### src/rtl/smlps_pkg.sv
// ----------------------------------------------------------------------------
// smlps_pkg
// Shared constants, request and class codes, and the controller/datapath
// command and status bundles of the segmented sieve unit.
// ----------------------------------------------------------------------------
package smlps_pkg;

	localparam int SEGMENT_DEPTH_DEF = 4096;
	localparam int SCALE_COUNT_DEF   = 40;
	localparam int VALUE_BITS_DEF    = 40;

	localparam int OPERAND_W  = 40;
	localparam int SEG_LEN_W  = 13;
	localparam int LIMIT_W    = 21;
	localparam int CFG_DATA_W = 21;
	localparam int OUT_DATA_W = 72;

	localparam logic [SEG_LEN_W-1:0] SEG_LEN_RST = 13'd4096;
	localparam logic [LIMIT_W-1:0]   LIMIT_RST   = 21'd1048576;

	// register indexes
	localparam logic CFG_SEG_LEN     = 1'b0;
	localparam logic CFG_BLOCK_LIMIT = 1'b1;

	// request types
	localparam logic [1:0] REQ_START = 2'd0;
	localparam logic [1:0] REQ_SIEVE = 2'd1;
	localparam logic [1:0] REQ_QUERY = 2'd2;

	// entry classes
	localparam logic [1:0] CLASS_NSF     = 2'd0;
	localparam logic [1:0] CLASS_ONE     = 2'd1;
	localparam logic [1:0] CLASS_COUNTED = 2'd2;
	localparam logic [1:0] CLASS_WINDOW  = 2'd3;

	// stored sign codes
	localparam logic [1:0] SIGN_ZERO = 2'b00;
	localparam logic [1:0] SIGN_POS  = 2'b01;

	typedef struct packed {
		logic load;
		logic set_base;
		logic idx_clr;
		logic idx_from_rem;
		logic idx_step;
		logic pp_calc;
		logic div_p;
		logic div_pp;
		logic div_q;
		logic mem_rd_op;
		logic mem_rd_idx;
		logic fill_wr;
		logic walk_wr;
		logic zero_wr;
		logic chunk_clr;
		logic mul_go;
		logic acc_go;
		logic m_calc;
		logic q_lp;
		logic q_div;
		logic sq_go;
		logic lg_go;
		logic res_zero;
		logic res_one;
		logic res_calc;
		logic out_load;
	} cmd_t;

	typedef struct packed {
		logic [1:0] req_type;
		logic       p_ok;
		logic       off_ok;
		logic       idx_lt_len;
		logic       pp_lt_hi;
		logic       div_busy;
		logic       sq_busy;
		logic       lg_done;
		logic       sign_zero;
		logic       m_is_one;
		logic       prod_ne_m;
		logic       chunk_last;
	} sts_t;

endpackage

### src/rtl/smlps_ctrl.sv
// ----------------------------------------------------------------------------
// smlps_ctrl
// Request sequencer: decodes each item and steps the datapath through the
// preset sweep, the two sieve walks or the query evaluation.
// ----------------------------------------------------------------------------
module smlps_ctrl (
	input  logic            clk,
	input  logic            arst_n,
	input  logic            s_tvalid,
	output logic            s_tready,
	output logic            m_tvalid,
	input  logic            m_tready,
	input  smlps_pkg::sts_t sts,
	output smlps_pkg::cmd_t cmd
);

	localparam logic [4:0] ST_IDLE      = 5'd0;
	localparam logic [4:0] ST_DECODE    = 5'd1;
	localparam logic [4:0] ST_FILL      = 5'd2;
	localparam logic [4:0] ST_SQ        = 5'd3;
	localparam logic [4:0] ST_SQCHK     = 5'd4;
	localparam logic [4:0] ST_DIV1      = 5'd5;
	localparam logic [4:0] ST_WALK_RD   = 5'd6;
	localparam logic [4:0] ST_WALK_MUL  = 5'd7;
	localparam logic [4:0] ST_WALK_ACC  = 5'd8;
	localparam logic [4:0] ST_WALK_WR   = 5'd9;
	localparam logic [4:0] ST_DIV2      = 5'd10;
	localparam logic [4:0] ST_ZERO      = 5'd11;
	localparam logic [4:0] ST_QREAD     = 5'd12;
	localparam logic [4:0] ST_QDIV      = 5'd13;
	localparam logic [4:0] ST_ROOT_GO   = 5'd14;
	localparam logic [4:0] ST_ROOT_WAIT = 5'd15;
	localparam logic [4:0] ST_FIN       = 5'd16;

	logic [4:0] state_q;
	logic [4:0] state_d;
	logic       m_tvalid_q;
	logic       out_free;

	assign out_free = !m_tvalid_q || m_tready;
	assign s_tready = state_q == ST_IDLE;
	assign m_tvalid = m_tvalid_q;

	always_comb begin
		cmd     = '0;
		state_d = state_q;
		case (state_q)
			ST_IDLE: begin
				if (s_tvalid) begin
					cmd.load = 1'b1;
					state_d  = ST_DECODE;
				end
			end
			ST_DECODE: begin
				case (sts.req_type)
					smlps_pkg::REQ_START: begin
						cmd.set_base = 1'b1;
						cmd.idx_clr  = 1'b1;
						state_d      = ST_FILL;
					end
					smlps_pkg::REQ_SIEVE: begin
						state_d = sts.p_ok ? ST_SQ : ST_IDLE;
					end
					smlps_pkg::REQ_QUERY: begin
						if (sts.off_ok) begin
							cmd.mem_rd_op = 1'b1;
							cmd.m_calc    = 1'b1;
							state_d       = ST_QREAD;
						end else begin
							state_d = ST_IDLE;
						end
					end
					default: begin
						state_d = ST_IDLE;
					end
				endcase
			end
			ST_FILL: begin
				if (sts.idx_lt_len) begin
					cmd.fill_wr  = 1'b1;
					cmd.idx_step = 1'b1;
				end else begin
					state_d = ST_IDLE;
				end
			end
			ST_SQ: begin
				cmd.pp_calc = 1'b1;
				state_d     = ST_SQCHK;
			end
			ST_SQCHK: begin
				if (sts.pp_lt_hi) begin
					cmd.div_p = 1'b1;
					state_d   = ST_DIV1;
				end else begin
					state_d = ST_IDLE;
				end
			end
			ST_DIV1: begin
				if (!sts.div_busy) begin
					cmd.idx_from_rem = 1'b1;
					state_d          = ST_WALK_RD;
				end
			end
			ST_WALK_RD: begin
				if (sts.idx_lt_len) begin
					cmd.mem_rd_idx = 1'b1;
					cmd.chunk_clr  = 1'b1;
					state_d        = ST_WALK_MUL;
				end else begin
					cmd.div_pp = 1'b1;
					state_d    = ST_DIV2;
				end
			end
			ST_WALK_MUL: begin
				cmd.mul_go = 1'b1;
				state_d    = ST_WALK_ACC;
			end
			ST_WALK_ACC: begin
				cmd.acc_go = 1'b1;
				state_d    = sts.chunk_last ? ST_WALK_WR : ST_WALK_MUL;
			end
			ST_WALK_WR: begin
				cmd.walk_wr  = 1'b1;
				cmd.idx_step = 1'b1;
				state_d      = ST_WALK_RD;
			end
			ST_DIV2: begin
				if (!sts.div_busy) begin
					cmd.idx_from_rem = 1'b1;
					state_d          = ST_ZERO;
				end
			end
			ST_ZERO: begin
				if (sts.idx_lt_len) begin
					cmd.zero_wr  = 1'b1;
					cmd.idx_step = 1'b1;
				end else begin
					state_d = ST_IDLE;
				end
			end
			ST_QREAD: begin
				if (sts.sign_zero) begin
					cmd.res_zero = 1'b1;
					state_d      = ST_FIN;
				end else if (sts.m_is_one) begin
					cmd.res_one = 1'b1;
					state_d     = ST_FIN;
				end else begin
					cmd.res_calc = 1'b1;
					cmd.sq_go    = 1'b1;
					if (sts.prod_ne_m) begin
						cmd.div_q = 1'b1;
						state_d   = ST_QDIV;
					end else begin
						cmd.q_lp = 1'b1;
						state_d  = ST_ROOT_GO;
					end
				end
			end
			ST_QDIV: begin
				if (!sts.div_busy) begin
					cmd.q_div = 1'b1;
					state_d   = ST_ROOT_GO;
				end
			end
			ST_ROOT_GO: begin
				cmd.lg_go = 1'b1;
				state_d   = ST_ROOT_WAIT;
			end
			ST_ROOT_WAIT: begin
				if (sts.lg_done && !sts.sq_busy) begin
					state_d = ST_FIN;
				end
			end
			ST_FIN: begin
				if (out_free) begin
					cmd.out_load = 1'b1;
					state_d      = ST_IDLE;
				end
			end
			default: begin
				state_d = ST_IDLE;
			end
		endcase
	end

	always_ff @(posedge clk or negedge arst_n) begin
		if (!arst_n) begin
			state_q    <= ST_IDLE;
			m_tvalid_q <= 1'b0;
		end else begin
			state_q <= state_d;
			if (cmd.out_load) begin
				m_tvalid_q <= 1'b1;
			end else if (m_tready) begin
				m_tvalid_q <= 1'b0;
			end
		end
	end

`ifndef ASSERT_OFF
	a_out_free: assert property (@(posedge clk) disable iff (!arst_n)
		cmd.out_load |-> (!m_tvalid_q || m_tready))
		else $error("result loaded over a waiting item");
	a_one_writer: assert property (@(posedge clk) disable iff (!arst_n)
		$onehot0({cmd.fill_wr, cmd.walk_wr, cmd.zero_wr}))
		else $error("two store writers in one cycle");
	a_busy_after_accept: assert property (@(posedge clk) disable iff (!arst_n)
		(s_tvalid && s_tready) |=> !s_tready)
		else $error("ready held after an accepted item");
	a_div_idle: assert property (@(posedge clk) disable iff (!arst_n)
		(cmd.div_p || cmd.div_pp || cmd.div_q) |-> !sts.div_busy)
		else $error("divider restarted while busy");
`endif

endmodule

### config.mk
export PLATFORM = sky130hd
export DESIGN_NAME = smlps_ctrl
export DESIGN_NICKNAME = d
export VERILOG_FILES = /design/src/rtl/smlps_pkg.sv /design/src/rtl/smlps_ctrl.sv
export SDC_FILE = /design/constraint.sdc
export NUM_CORES = 1
export LEC_CHECK = 0
export ABC_CLOCK_PERIOD_IN_PS = 5300
export BUFFER_PORTS_ARGS = -buffer_cell sky130_fd_sc_hd__buf_4
export CAP_MARGIN = 25
export CORE_MARGIN = 2
export CORE_UTILIZATION = 49
export CTS_BUF_LIST = sky130_fd_sc_hd__clkbuf_4
export DETAILED_ROUTE_END_ITERATION = 16
export PLACE_DENSITY_LB_ADDON = 0.3
export SYNTH_ARGS = -nofsm -noshare
export SYNTH_HDL_FRONTEND = slang
export SYNTH_SLANG_ARGS = --single-unit
### constraint.sdc
create_clock -name clk -period 5.3 [get_ports clk]
set_input_delay 0.53 -clock clk [delete_from_list [all_inputs] [get_ports clk]]
set_output_delay 0.53 -clock clk [all_outputs]
set_load 0.03 [all_outputs]
==> results.json <==
{
  "vias": 967,
  "r2r_start": "state_q[2]",
  "syn2layout_area_growth_pct": 36.8,
  "final_max_slew_viol_count": 0,
  "grt_use_total_pct": 25.1,
  "detail_route.first_pass.iterations": 4,
  "leakage_nw": 0.517,
  "clkTransAtPathRegs_ns": 0.04,
  "drt_iter0_markers": 25,
  "power_mw": 0.403,
  "cp_max_fo": 15,
  "ios": 45,
  "portBuffers": 44,
  "setup_viol": 0,
  "yosysWarnings": 0,
  "finalHoldViolations": 0,
  "ant_nets": 0,
  "slowest_stage": "or3_1",
  "cts_root_buffer": "clkbuf_4",
  "core_mm2": 0.00152,
  "ir_drop_v": 0.000257,
  "fin_area_mm2": 0.00109,
  "place.gp.congestion": 0.868,
  "clk_path_buf_depth": 2,
  "hold_buffers": 0,
  "synth_top_area_share_pct": 18.8,
  "drc_errors": 0,
  "crit_chain": "or3_1 > nor4_1 > buf_4",
  "p_int_mw": 0.189,
  "worst-setup-path-type": "reg2out",
  "tightest_slew_ns": 0.500,
  "placed_area_mm2": 0.00107,
  "synth-edff-count": 0,
  "cts_buffers": 3,
  "critPathLaunchType": "flop",
  "p_clk_share_pct": 10.3,
  "antenna_found_initial": 0,
  "initial_core_util_pct": 52.4,
  "drive_above_1_share_pct": 34.7,
  "grt_pass1_wl_mm": 3.70,
  "synth_seq_area_share_pct": 18.8,
  "synth_cell_types": 40,
  "clock_skew_ns": 0.00138,
  "seq_power_share_pct": 24.1,
  "rsz0062_at_grt": "no",
  "synth_seq_cells": 6,
  "grt_pass1_vias": 834,
  "yosysMostFrequentCell": "nor2_1",
  "synthTopCellsByArea": "dfrtp_1 (19%), nor2_1 (9.9%), nand2b_1 (3.9%)",
  "routed_wl_mm": 2.40,
  "hpwl_mm": 1.92,
  "viasPerCell": 5.93,
  "synth_area_um2": 798,
  "cts_sinks": 6,
  "period_share_pct": 46.3,
  "placed_cells": 160,
  "startpoint": "state_q[2]",
  "timing.fmax_ghz": 0.408,
  "die_area_mm2": 0.00197,
  "synth_commonest_cells": "nor2_1 (21), buf_2 (6), dfrtp_1 (6), inv_1 (6), nand2_1 (6)",
  "maxSlewHeadroom_pct": 66.7,
  "clk_latency_ns": 0.24,
  "status": "finished clean",
  "die_w_um": 44.4,
  "synth-main-ff-cell": "dfrtp_1",
  "cts_resized": 0,
  "fin_tns_setup_ns": 0,
  "period_needed_ns": 2.45,
  "htree_levels": 1,
  "endpoint_kind": "output pin",
  "power_frac_comb_pct": 65.7,
  "wire_per_inst_um": 14.7,
  "final_cells": 163,
  "synth_top_area_cell": "dfrtp_1",
  "num_rows": 14,
  "p_per_area_mw_per_mm2": 369,
  "worstPathRequired_ns": 4.77,
  "grt_start_max_net_pins": 19,
  "worstHoldPathType": "in2async",
  "cts_tree": "done",
  "synthCells": 113,
  "cp.arrival_ns": 1.92,
  "nNetsFinal": 166,
  "antenna_cells": 0,
  "p_switching_mw": 0.214,
  "syn_nets": 130,
  "avgSynthCellArea_um2": 7.06,
  "async_flop_share_pct": 100,
  "drv_cap": 0,
  "swShare_pct": 53.0,
  "die_h_um": 44.4,
  "globalRoute.totalOverflow": 0,
  "post_cts.repair.setup_buffers": 0,
  "cpPeakStageDelay_ns": 0.58
}
==> stage by stage <==
| step | util [%] | hold WS (ns) | setup WS (ns) |
|---|---|---|---|
| 2_1_floorplan | - | 0.234 | 2.49 |
| 6_report | 71.7 | 0.0850 | 2.85 |
| 3_5_place_dp | 70.2 | 0.342 | 3.11 |
| 4_1_cts | 71.7 | 0.0814 | 2.84 |
| 5_1_grt | 71.7 | 0.0755 | 2.76 |
| 3_3_place_gp | 70.2 | 0.339 | 3.15 |
==> final timing paths <==
path                            cells past startpoint          to  slack, ns
worst max-delay path                                3     cmd[24]       2.85
worst max register to register                      4  state_q[0]       3.31
worst min register to register                      2    m_tvalid       0.61
min in group clk                                    2    m_tvalid       0.61
worst min-delay path                                1  state_q[3]       0.08
max in group asynchronous                           1  state_q[0]       5.10
==> critical path: cells and delay by family, from the launching register on <==
kind,cells,cell delay [ns]
AND/OR/NAND/NOR,2,0.93
buffers and inverters,1,0.23
flip-flops,1,0.51
==> metal layers <==
layer  vias to the layer above  routed length, um  GRT usage, %
met4                         0                  0          3.64
met5                         -                  0             0
met1                       453                935          29.8
met3                         0                167          4.90
met2                        43               1290          47.4
li1                        471                  -             -
==> power groups by stage <==
stage | logic, mW | clock network [mW] | registers, mW
global route | 0.287 | 0.0467 | 0.101
CTS | 0.265 | 0.0431 | 0.0958
floorplan | 0.234 | 0 | 0.0618
global placement | 0.258 | 0 | 0.0942
detailed placement | 0.264 | 0 | 0.0964
finish | 0.265 | 0.0414 | 0.0969
==> logic make-up (layout without fill, tap and decap cells) <==
family          count (synthesis)  after routing  share of synthesized area, %
simple gates                   61             61                          39.7
compound gates                 24             24                          24.9
buf+inv                        19             53                          12.7
flops                           6              6                          18.8
mux                             2              2                          2.82
xor+xnor                        1              1                          1.10
==> sequential cells by signal, summed over array words and instances, names as in the netlist <==
| name | flops |
|---|---|
| state_q | 5 |
| m_tvalid | 1 |
==> layout by cell type (no fill, tap or decap) <==
cell	synthesis	layout
o21ai_1	1	1
clkbuf_4	0	3
and2_1	2	2
xnor2_1	1	1
o32ai_2	1	1
nand2_1	6	6
nor3_1	4	4
nand2b_1	5	5
nand3b_1	3	3
nand3_1	5	5
or3_1	1	1
o2bb2ai_1	2	2
a21oi_1	3	3
dfrtp_1	6	6
nor2_1	21	21
o211ai_1	1	1
o32a_1	1	1
a221o_1	1	1
o221ai_1	1	1
o21ai_0	5	5
or4_1	1	1
nor3b_1	2	2
a31oi_1	1	1
buf_4	4	44
and3_1	2	2
nor4_1	3	3
mux2_1	2	2
or2_1	1	1
o22ai_1	1	1
nor2b_1	2	2
a22o_1	1	1
a211oi_1	2	2
o32ai_4	1	1
or2_2	1	1
nor3b_2	1	1
nand4_1	1	1
a311o_1	2	2
inv_1	6	6
==> final cells by class <==
cell class / instances / area [um2]
Sequential cell: 6 / 150
Inverter: 6 / 22.5
Multi-Input combinational cell: 88 / 547
Clock buffer: 3 / 22.5
Timing Repair Buffer: 44 / 330
Fill cell: 130 / 432
Tap cell: 16 / 20.0
No activity file was read; power rests on OpenSTA's default activity.
